[config.mk]
export PLATFORM = sky130hd
export DESIGN_NAME = bresenham_line_rasterizer_top
export DESIGN_NICKNAME = d
export VERILOG_FILES = /design/src/rtl/brl_pkg.sv /design/src/rtl/brl_front.sv /design/src/rtl/brl_queue.sv /design/src/rtl/brl_back.sv /design/src/rtl/bresenham_line_rasterizer_top.sv
export SDC_FILE = /design/constraint.sdc
export NUM_CORES = 1
export LEC_CHECK = 0
export BUFFER_PORTS_ARGS = -buffer_cell sky130_fd_sc_hd__buf_2
export CAP_MARGIN = 5
export CORE_MARGIN = 5
export CORE_UTILIZATION = 56
export DETAILED_ROUTE_END_ITERATION = 16
export PLACE_DENSITY = 0.74
export SYNTH_ARGS = -nofsm -noshare
export SYNTH_HDL_FRONTEND = slang
export SYNTH_SLANG_ARGS = --single-unit
[constraint.sdc]
create_clock -name i_clk -period 11.5 [get_ports i_clk]
set_clock_uncertainty 0.15 [all_clocks]
set_input_delay 2.3 -clock i_clk [delete_from_list [all_inputs] [get_ports i_clk]]
set_output_delay 2.3 -clock i_clk [all_outputs]
set_load 0.03 [all_outputs]
[src/rtl/brl_pkg.sv]
package brl_pkg;

    localparam int COORD_WIDTH = 10;
    localparam int COLOR_WIDTH = 8;
    localparam int ERR_WIDTH   = COORD_WIDTH + 2;

    localparam int QUEUE_DEPTH = 2;
    localparam int QPTR_WIDTH  = $clog2(QUEUE_DEPTH);
    localparam int QCNT_WIDTH  = $clog2(QUEUE_DEPTH + 1);

    typedef enum logic [0:0] {
        OP_LOAD = 1'b0,
        OP_STEP = 1'b1
    } t_opcode;

    typedef struct packed {
        t_opcode                opcode;
        logic [COORD_WIDTH-1:0] start_x;
        logic [COORD_WIDTH-1:0] start_y;
        logic [COORD_WIDTH-1:0] end_x;
        logic [COORD_WIDTH-1:0] end_y;
        logic [COLOR_WIDTH-1:0] line_color;
    } t_in_item;

    typedef struct packed {
        logic [COORD_WIDTH-1:0] pixel_x;
        logic [COORD_WIDTH-1:0] pixel_y;
        logic [COLOR_WIDTH-1:0] pixel_color;
        logic                   last_pixel;
    } t_out_item;

    // Classified command as held in the queue between front and back
    typedef struct packed {
        t_opcode                opcode;
        logic                   steep;
        logic                   minor_down;
        logic [COORD_WIDTH-1:0] major_start;
        logic [COORD_WIDTH-1:0] minor_start;
        logic [COORD_WIDTH-1:0] major_end;
        logic [COORD_WIDTH-1:0] delta_major;
        logic [COORD_WIDTH-1:0] delta_minor;
        logic [COLOR_WIDTH-1:0] color;
    } t_cmd;

    typedef struct packed {
        logic busy;
        logic emit;
        logic emit_last;
    } t_back_stat;

endpackage

[src/rtl/brl_front.sv]
module brl_front
    import brl_pkg::*;
(
    input  t_in_item i_item,
    output t_cmd     o_cmd
);

    logic [COORD_WIDTH-1:0] dx, dy;
    logic                   steep, swap;
    logic [COORD_WIDTH-1:0] a1, b1, a2, b2;
    logic [COORD_WIDTH-1:0] maj_s, min_s, maj_e, min_e;

    always_comb begin
        dx = (i_item.end_x >= i_item.start_x) ? (i_item.end_x - i_item.start_x)
                                              : (i_item.start_x - i_item.end_x);
        dy = (i_item.end_y >= i_item.start_y) ? (i_item.end_y - i_item.start_y)
                                              : (i_item.start_y - i_item.end_y);
        steep = dy > dx;

        a1 = steep ? i_item.start_y : i_item.start_x;
        b1 = steep ? i_item.start_x : i_item.start_y;
        a2 = steep ? i_item.end_y   : i_item.end_x;
        b2 = steep ? i_item.end_x   : i_item.end_y;

        // order so that the major axis increases; the deltas do not change
        swap  = a1 > a2;
        maj_s = swap ? a2 : a1;
        min_s = swap ? b2 : b1;
        maj_e = swap ? a1 : a2;
        min_e = swap ? b1 : b2;

        o_cmd.opcode      = i_item.opcode;
        o_cmd.steep       = steep;
        o_cmd.minor_down  = !(min_s < min_e);
        o_cmd.major_start = maj_s;
        o_cmd.minor_start = min_s;
        o_cmd.major_end   = maj_e;
        o_cmd.delta_major = steep ? dy : dx;
        o_cmd.delta_minor = steep ? dx : dy;
        o_cmd.color       = i_item.line_color;
    end

endmodule

[src/rtl/brl_queue.sv]
module brl_queue
    import brl_pkg::*;
(
    input  logic i_clk,
    input  logic i_rst_n,
    input  logic i_push,
    input  t_cmd i_cmd,
    output logic o_full,
    output logic o_valid,
    input  logic i_pop,
    output t_cmd o_cmd
);

    t_cmd                  r_entries [QUEUE_DEPTH];
    logic [QPTR_WIDTH-1:0] r_wr_ptr, n_wr_ptr;
    logic [QPTR_WIDTH-1:0] r_rd_ptr, n_rd_ptr;
    logic [QCNT_WIDTH-1:0] r_count, n_count;
    logic                  do_push, do_pop;

    assign o_full  = (r_count == QCNT_WIDTH'(QUEUE_DEPTH));
    assign o_valid = (r_count != '0);
    assign o_cmd   = r_entries[r_rd_ptr];

    assign do_push = i_push && !o_full;
    assign do_pop  = i_pop && o_valid;

    always_comb begin
        n_wr_ptr = r_wr_ptr;
        n_rd_ptr = r_rd_ptr;
        n_count  = r_count;
        if (do_push) begin
            n_wr_ptr = (r_wr_ptr == QPTR_WIDTH'(QUEUE_DEPTH - 1)) ? '0 : r_wr_ptr + 1'b1;
        end
        if (do_pop) begin
            n_rd_ptr = (r_rd_ptr == QPTR_WIDTH'(QUEUE_DEPTH - 1)) ? '0 : r_rd_ptr + 1'b1;
        end
        unique case ({do_push, do_pop})
            2'b10:   n_count = r_count + 1'b1;
            2'b01:   n_count = r_count - 1'b1;
            default: n_count = r_count;
        endcase
    end

    always_ff @(posedge i_clk) begin
        if (!i_rst_n) begin
            r_wr_ptr <= '0;
            r_rd_ptr <= '0;
            r_count  <= '0;
        end else begin
            r_wr_ptr <= n_wr_ptr;
            r_rd_ptr <= n_rd_ptr;
            r_count  <= n_count;
        end
    end

    always_ff @(posedge i_clk) begin
        if (do_push) begin
            r_entries[r_wr_ptr] <= i_cmd;
        end
    end

endmodule

[src/rtl/brl_back.sv]
module brl_back
    import brl_pkg::*;
(
    input  logic       i_clk,
    input  logic       i_rst_n,
    input  logic       i_valid,
    input  t_cmd       i_cmd,
    output logic       o_take,
    output logic       o_empty,
    input  logic       i_pop,
    output t_out_item  o_result,
    output t_back_stat o_stat
);

    logic                         r_busy, n_busy;
    logic                         r_steep, n_steep;
    logic                         r_minor_down, n_minor_down;
    logic [COORD_WIDTH-1:0]       r_major_pos, n_major_pos;
    logic [COORD_WIDTH-1:0]       r_minor_pos, n_minor_pos;
    logic [COORD_WIDTH-1:0]       r_major_end, n_major_end;
    logic [COORD_WIDTH-1:0]       r_delta_major, n_delta_major;
    logic [COORD_WIDTH-1:0]       r_delta_minor, n_delta_minor;
    logic signed [ERR_WIDTH-1:0]  r_error, n_error;
    logic [COLOR_WIDTH-1:0]       r_color, n_color;
    logic                         r_out_valid, n_out_valid;
    t_out_item                    r_out, n_out;

    logic                         is_load, discard, out_space, emit, last;
    logic signed [ERR_WIDTH-1:0]  cur_error, half, sum;

    assign is_load   = (i_cmd.opcode == OP_LOAD);
    assign discard   = i_valid && !is_load && !r_busy;
    assign out_space = !r_out_valid || i_pop;
    assign emit      = i_valid && !discard && out_space;
    assign o_take    = discard || emit;

    always_comb begin
        // a load starts from the queued command, a step from the held line
        n_steep       = is_load ? i_cmd.steep       : r_steep;
        n_minor_down  = is_load ? i_cmd.minor_down  : r_minor_down;
        n_major_end   = is_load ? i_cmd.major_end   : r_major_end;
        n_delta_major = is_load ? i_cmd.delta_major : r_delta_major;
        n_delta_minor = is_load ? i_cmd.delta_minor : r_delta_minor;
        n_color       = is_load ? i_cmd.color       : r_color;
        n_major_pos   = is_load ? i_cmd.major_start : r_major_pos;
        n_minor_pos   = is_load ? i_cmd.minor_start : r_minor_pos;

        half      = signed'({2'b00, 1'b0, i_cmd.delta_major[COORD_WIDTH-1:1]});
        cur_error = is_load ? -half : r_error;
        last      = (n_major_pos == n_major_end);

        n_out.pixel_x     = n_steep ? n_minor_pos : n_major_pos;
        n_out.pixel_y     = n_steep ? n_major_pos : n_minor_pos;
        n_out.pixel_color = n_color;
        n_out.last_pixel  = last;

        sum     = cur_error + signed'({2'b00, n_delta_minor});
        n_error = sum;
        if (!sum[ERR_WIDTH-1]) begin
            n_minor_pos = n_minor_down ? n_minor_pos - 1'b1 : n_minor_pos + 1'b1;
            n_error     = sum - signed'({2'b00, n_delta_major});
        end
        n_major_pos = n_major_pos + 1'b1;
        n_busy      = !last;

        n_out_valid = r_out_valid;
        if (emit) begin
            n_out_valid = 1'b1;
        end else if (i_pop) begin
            n_out_valid = 1'b0;
        end
    end

    always_ff @(posedge i_clk) begin
        if (!i_rst_n) begin
            r_busy      <= 1'b0;
            r_out_valid <= 1'b0;
        end else begin
            r_out_valid <= n_out_valid;
            if (emit) begin
                r_busy <= n_busy;
            end
        end
    end

    always_ff @(posedge i_clk) begin
        if (emit) begin
            r_steep       <= n_steep;
            r_minor_down  <= n_minor_down;
            r_major_pos   <= n_major_pos;
            r_minor_pos   <= n_minor_pos;
            r_major_end   <= n_major_end;
            r_delta_major <= n_delta_major;
            r_delta_minor <= n_delta_minor;
            r_error       <= n_error;
            r_color       <= n_color;
            r_out         <= n_out;
        end
    end

    assign o_empty  = !r_out_valid;
    assign o_result = r_out;

    assign o_stat.busy      = r_busy;
    assign o_stat.emit      = emit;
    assign o_stat.emit_last = emit && last;

endmodule

[src/rtl/bresenham_line_rasterizer_top.sv]
// Channel   Handshake          Payload     Direction
// items     i_push / o_full    i_item      in
// pixels    o_empty / i_pop    o_result    out
//
// One transaction per clock in each direction when neither side stalls: the
// back end's single add, compare and subtract per pixel sets the rate.
// A pixel appears on o_result in the cycle after its command leaves the queue;
// an accepted item is registered in the queue before it reaches the back end.
// Synchronous active-low reset clears the queue, the output valid flag and busy.
// A held pixel stalls the back end; the two-entry queue absorbs the front.
module bresenham_line_rasterizer_top
    import brl_pkg::*;
(
    input  logic      i_clk,
    input  logic      i_rst_n,
    input  logic      i_push,
    output logic      o_full,
    input  t_in_item  i_item,
    output logic      o_empty,
    input  logic      i_pop,
    output t_out_item o_result
);

    t_cmd       front_cmd, queue_cmd;
    logic       queue_valid, queue_take;
    t_back_stat back_stat;

    brl_front u_front (
        .i_item (i_item),
        .o_cmd  (front_cmd)
    );

    brl_queue u_queue (
        .i_clk   (i_clk),
        .i_rst_n (i_rst_n),
        .i_push  (i_push),
        .i_cmd   (front_cmd),
        .o_full  (o_full),
        .o_valid (queue_valid),
        .i_pop   (queue_take),
        .o_cmd   (queue_cmd)
    );

    brl_back u_back (
        .i_clk    (i_clk),
        .i_rst_n  (i_rst_n),
        .i_valid  (queue_valid),
        .i_cmd    (queue_cmd),
        .o_take   (queue_take),
        .o_empty  (o_empty),
        .i_pop    (i_pop),
        .o_result (o_result),
        .o_stat   (back_stat)
    );

    a_emit_shows: assert property (@(posedge i_clk) disable iff (!i_rst_n)
        back_stat.emit |=> !o_empty)
        else $error("emitted pixel not presented");

    a_last_idles: assert property (@(posedge i_clk) disable iff (!i_rst_n)
        back_stat.emit_last |=> !back_stat.busy)
        else $error("still busy after last pixel");

    a_full_valid: assert property (@(posedge i_clk) disable iff (!i_rst_n)
        o_full |-> queue_valid)
        else $error("queue full yet nothing offered to back end");

    a_push_seen: assert property (@(posedge i_clk) disable iff (!i_rst_n)
        (i_push && !o_full) |=> queue_valid)
        else $error("accepted transaction missing from queue");

endmodule

# Word-level counts from Yosys, hierarchy flattened
# Memory sizes are Yosys's and may differ from the RTL's. A register that Yosys moved wholly into a read port is not among the register bits.
# Index checks and enable logic that the tools add are counted.
# totals
wordCells	95
ramBits	122
output_inout_bits	31
reg_bits	99
n_memories	1
# memory_table
memory	depth	width	rd	rd_clocked_by_memory_dff	write_ports	line	rtl
u_queue.r_entries	2	61	1	1	1	brl_queue.sv:14	t_cmd r_entries [QUEUE_DEPTH];
# classes
n_lt_le_gt_ge	5
bitwise_logic	1
n_mux	34
n_addsub	14
reduce_logical	18
eq_ne	4
# op_table
op	count
two-way mux 10 bit	21
subtractor 10 bit	4
adder 10 x 1 -> 10 bit (second input constant)	2
greater-or-equal comparator 10 bit	2
greater-than comparator 10 bit	2
adder 12 x 11 -> 12 bit	1
two-way mux 12 bit	1
negator 9 -> 12 bit	1
subtractor 12 x 11 -> 12 bit	1
two-way mux 11 bit	1
== test 10 bit	1
less-than comparator 10 bit	1
two-way mux 1 bit	10
subtractor 10 x 1 -> 10 bit (second input constant)	1
logical AND 1 bit	6
logical NOT 1 bit	6
nonzero test 2 bit	3
== test 2 bit (second input constant)	2
one-hot mux 2 bit (2 select lines)	1
adder 1 bit (second input constant)	2
adder 2 x 1 -> 2 bit (second input constant)	1
== test 2 x 1 -> 1 bit (second input constant)	1
logical OR 1 bit	2
AND reduction 2 bit	1
other kinds (2)	2

# Depth between registers and ports, before layout
# logic_depth
ltp_word	10
depth_mapped	38

# Cells and area by module
# From an unflattened synthesis, not the netlist that was laid out.
# unflattened
cells_unflattened	1283
area_unflattened_um2	14510.2
# modules_own_cells
mod	seq_area_each_um2	instances	area_per_inst_um2	cells_each
brl_back	2832.7	1	5992.0	536
brl_queue	3763.6	1	4623.2	216
brl_front	0.0	1	3895.0	531

# Least setup slack after synthesis
# No wires, ideal clock.
# synth_timing
kind	input to register
start	input i_item[18] in the netlist's numbering
end	memory u_queue.r_entries[0][58] in the netlist's numbering, data pin
setup_time_ps	270
t_required_ps	11080
arrival_ps	9271
stages	38
path_slack_ps	1810
n_path_buf	5
cell_sequence	inv_1 ha_1 inv_1 fa_1 a21o_1 a21oi_2 a21oi_1 o41ai_1 buf_4 mux2i_1 xor2_1 inv_1 ha_1 nand3_1 nor3_1 o31ai_1 a32oi_1 buf_2 (+2 left out) a21oi_1 ha_1 a21o_1 a21o_1 a221oi_1 o21a_1 nor2_1 buf_2 mux2i_1 mux2_2 ha_1 a21o_1 a21o_1 a21o_1 a21o_1 a21oi_1 o211a_1 o21ai_0
# synth_lines
item	line	rtl
start, declared	bresenham_line_rasterizer_top.sv:18	input t_in_item i_item,
end, declared	brl_queue.sv:14	

==> key figures <==
Clock tree
  – CTS tree: yes
  – Post-CTS Setup Inserts: 0
  – Clk_lat worst skew: 0.53 ns
  – H-tree depth: 1
  – Clock net sink count: 222
  – TritonCTS Buffers: 24
  – Post_cts resized: 0
  – Clock-pin slew on the worst setup and hold paths: 0.06 ns
  – Clk buf depth: 3
  – Root buffer cell: clkbuf_16
  – Cts hold-fix bufs: 0

GRT
  – GRT Total Usage: 0.225
  – First-pass GRT wire length: just over 50,000 µm
  – Largest net degree at the start of global routing: just over 80
  – Antenna violations before repair: 1
  – Total grt overflow: 0
  – Vias in the first global route: approximately 9,700

Placement
  – Gpl congestion: around 0.98
  – Dpl ws: approximately 0.85 ns
  – Cells after DPL: ~1,700
  – Port bufs: 83
  – HPWL Detailed: ~24,000 µm

Cells and area
  – Area occupied by multi-input gates: approximately 0.007 mm²
  – P&R area growth vs syn: 10.4%
  – Register cell area after layout: ~0.0066 mm²
  – Most frequent cells in the layout: edfxtp_1 (215), mux2i_1 (161), nor2_1 (106)
  – Fill cell count: between 1,500 and 2,000
  – Most common cell after layout, fill and taps aside: edfxtp_1
  – Layout cells sized above 1: 0.136
  – Fin cells: approximately 1,700
  – N_diodes: 0
  – Nets: about 1,500

Worst setup path
  – Critical path required time: roughly 12 ns
  – CP startpoint: i_item[8]
  – CP max stage cell: nor2_4
  – Maximum net fanout on the critical path: 36
  – FF-to-FF setup slack: 6.25 ns
  – Worst setup SP type: input pin
  – R2r startpoint: u_queue.r_entries[0][60]
  – Critical path's most frequent cell: a21o_1
  – R2r endpoint: u_back.r_error[11]
  – Critical path type: input pin to register
  – WP data arrival: about 10 ns
  – Max incr delay on CP: 0.87 ns
  – Worst Setup End Kind: register
  – Worst Reg2Reg Path Length in Cells: 19

Floorplanning
  – Die height: around 170 µm
  – Initial Util: 0.567
  – # rows: 58
  – Die ar.: about 0.029 mm²
  – Die X: roughly 170 µm
  – # IOs: 84
  – Core Region: between 0.02 and 0.03 mm²

Timing
  – Min Tclk post-route: slightly above 10 ns
  – Final setup violation count: 0
  – Max-slew headroom at the worst pin: 0.264
  – Max-slew violations: 0
  – Unrepaired setup endpoints after global routing: false
  – Final hold slack: between 0.3 and 0.4 ns
  – Least-Margin Pin Slew: 1.10 ns
  – Setup WS post-layout: roughly 1.4 ns
  – Fmax: 0.0988 GHz
  – Final hold violation count: 0
  – Final Cycle Share: 0.880
  – Setup TNS: 0 ns

Yosys
  – EDFF count, synth: roughly 220
  – Syn Nets: between 1,000 and 1,500
  – Async SR Flop Fraction: 0
  – Register area share after synthesis: 0.462
  – Avg Cell Area, Syn: about 11 µm²
  – Synth Instances: roughly 1,300
  – Synthesis Warnings: 0
  – Area of the mapped netlist: around 0.014 mm²
  – #FFs+latches synth: between 200 and 250
  – Top_reg_cell synth: edfxtp_1
  – Distinct cell type count after synthesis: 66

Power
  – Design Power: between 0.005 and 0.006 W
  – Peak VDD IR: 0.202 mV
  – Power Density: 352 mW/mm²
  – Pleak: between 6 and 7 nW

Hold path
  – Worst Hold Class: register to register
  – Hold Path Origin: u_queue.r_count[1]
  – Worst hold path endpoint: u_queue.r_count[1]
  – Worst hold stages: 2

Routing
  – Wire length per cell: 19.2 µm
  – Iteration-0 DRC Markers: slightly below 700
  – DRT Pass-1 Iters: 6
  – Final ANT Viol Nets: 0
  – Post-Route WL: 32,900 µm
  – Remaining DRCs: 0
  – Vias per cell: 5.83
  – Vias: 9,996

Flow run
  – Maxcap violations: 0

Status
  – Outcome: finished, final reports clean
## Yosys cell counts, types with 4 or more instances
master     instances  area share
a21oi_1           87       0.030
xnor2_1           46       0.028
o41ai_1            4      0.0025
nand2_1           61       0.016
xor2_1            20       0.012
a21oi_2            4      0.0025
fa_1               7      0.0098
clkbuf_1          23      0.0060
edfxtp_1         215        0.45
nor4_1             6      0.0026
o211ai_1           9      0.0047
mux2_2            34       0.027
o21ai_0           72       0.025
and2_1             6      0.0026
a211oi_1          26       0.014
nand2b_1           9      0.0039
nor2_1           108       0.028
nand4_1            9      0.0039
buf_1              8      0.0021
ha_1              98       0.086
o2111ai_1          4      0.0025
or3_1              8      0.0035
nor3_1            22      0.0077
o22ai_1            4      0.0018
nand3_1            7      0.0025
dfxtp_1            7      0.0098
a21o_1            28       0.015
buf_2             21      0.0074
nor2b_1           29       0.013
mux2i_1          161        0.11
o21a_1             7      0.0037
and3_1             5      0.0022
inv_1             95       0.025
## flip-flops by register name (all words and copies together), names as in the netlist, 2 cells and up, named ones only
| register | cells |
|---|---|
| u_back.o_result | 21 |
| u_back.r_error | 12 |
| u_back.r_major_end | 10 |
| u_back.r_minor_pos | 10 |
| u_queue.r_count | 2 |
| u_back.r_delta_minor | 10 |
| u_back.r_delta_major | 10 |
| u_back.r_major_pos | 10 |
| u_queue.r_entries | 122 |
| u_back.r_color | 8 |
## per-layer routing
metal  up-vias  wire [µm]  track usage
li1       4909          -            -
met1      4790      15000        0.322
met2       242      15200        0.365
met3        53       2010       0.0361
met4         2        619       0.0504
met5         -         13            0
## cell type report
class | instances | share of cell area
Multi-Input combinational cell | 928 | 0.452
Sequential cell | 222 | 0.419
Clock buffer | 31 | 0.0398
Timing Repair Buffer | 97 | 0.0330
Tap cell | 330 | 0.0262
Inverter | 95 | 0.0226
Clock inverter | 13 | 0.00825
## cells by family (layout without fill, tap and decap cells)
family,count (synthesis),after routing,share of synthesized area
xor+xnor,66,66,0.0405
mux,197,197,0.142
flops,222,222,0.462
compound gates,272,272,0.119
fa+ha+maj,105,105,0.0956
simple gates,288,288,0.0978
buf+inv,152,236,0.0434
## how the worst max path moves through the flow
stage,end,slack (ns),depth (start not counted)
global placement,u_queue.r_entries[0][58],1.18,36
finish,u_queue.r_entries[0][58],1.38,36
floorplan,u_queue.r_entries[0][58],1.81,38
detailed placement,u_queue.r_entries[0][58],0.85,36
global route,u_queue.r_entries[1][58],0.77,36
CTS,u_queue.r_entries[1][58],1.40,36
## power breakdown
group	internal [W]	switching [W]	total (W)
registers	0.00144	0.000100	0.00154
clock network	0.000433	0.000308	0.000741
logic	0.00138	0.00190	0.00327
## worst max-delay path: cells and delay by family
family | cells | cell delay, ns
compound gates | 17 | 3.47
xor+xnor | 1 | 0.39
fa+ha+maj | 5 | 1.34
buf+inv | 5 | 0.64
mux | 3 | 0.70
simple gates | 5 | 1.36
## stage by stage
step	instance area (µm²)	util
after floorplan	14300	-
after global placement	15000	0.596
after detailed placement	15000	0.596
after CTS	15800	0.626
after global routing	15800	0.626
final	15800	0.626
Power figures use the tool's default switching activity.
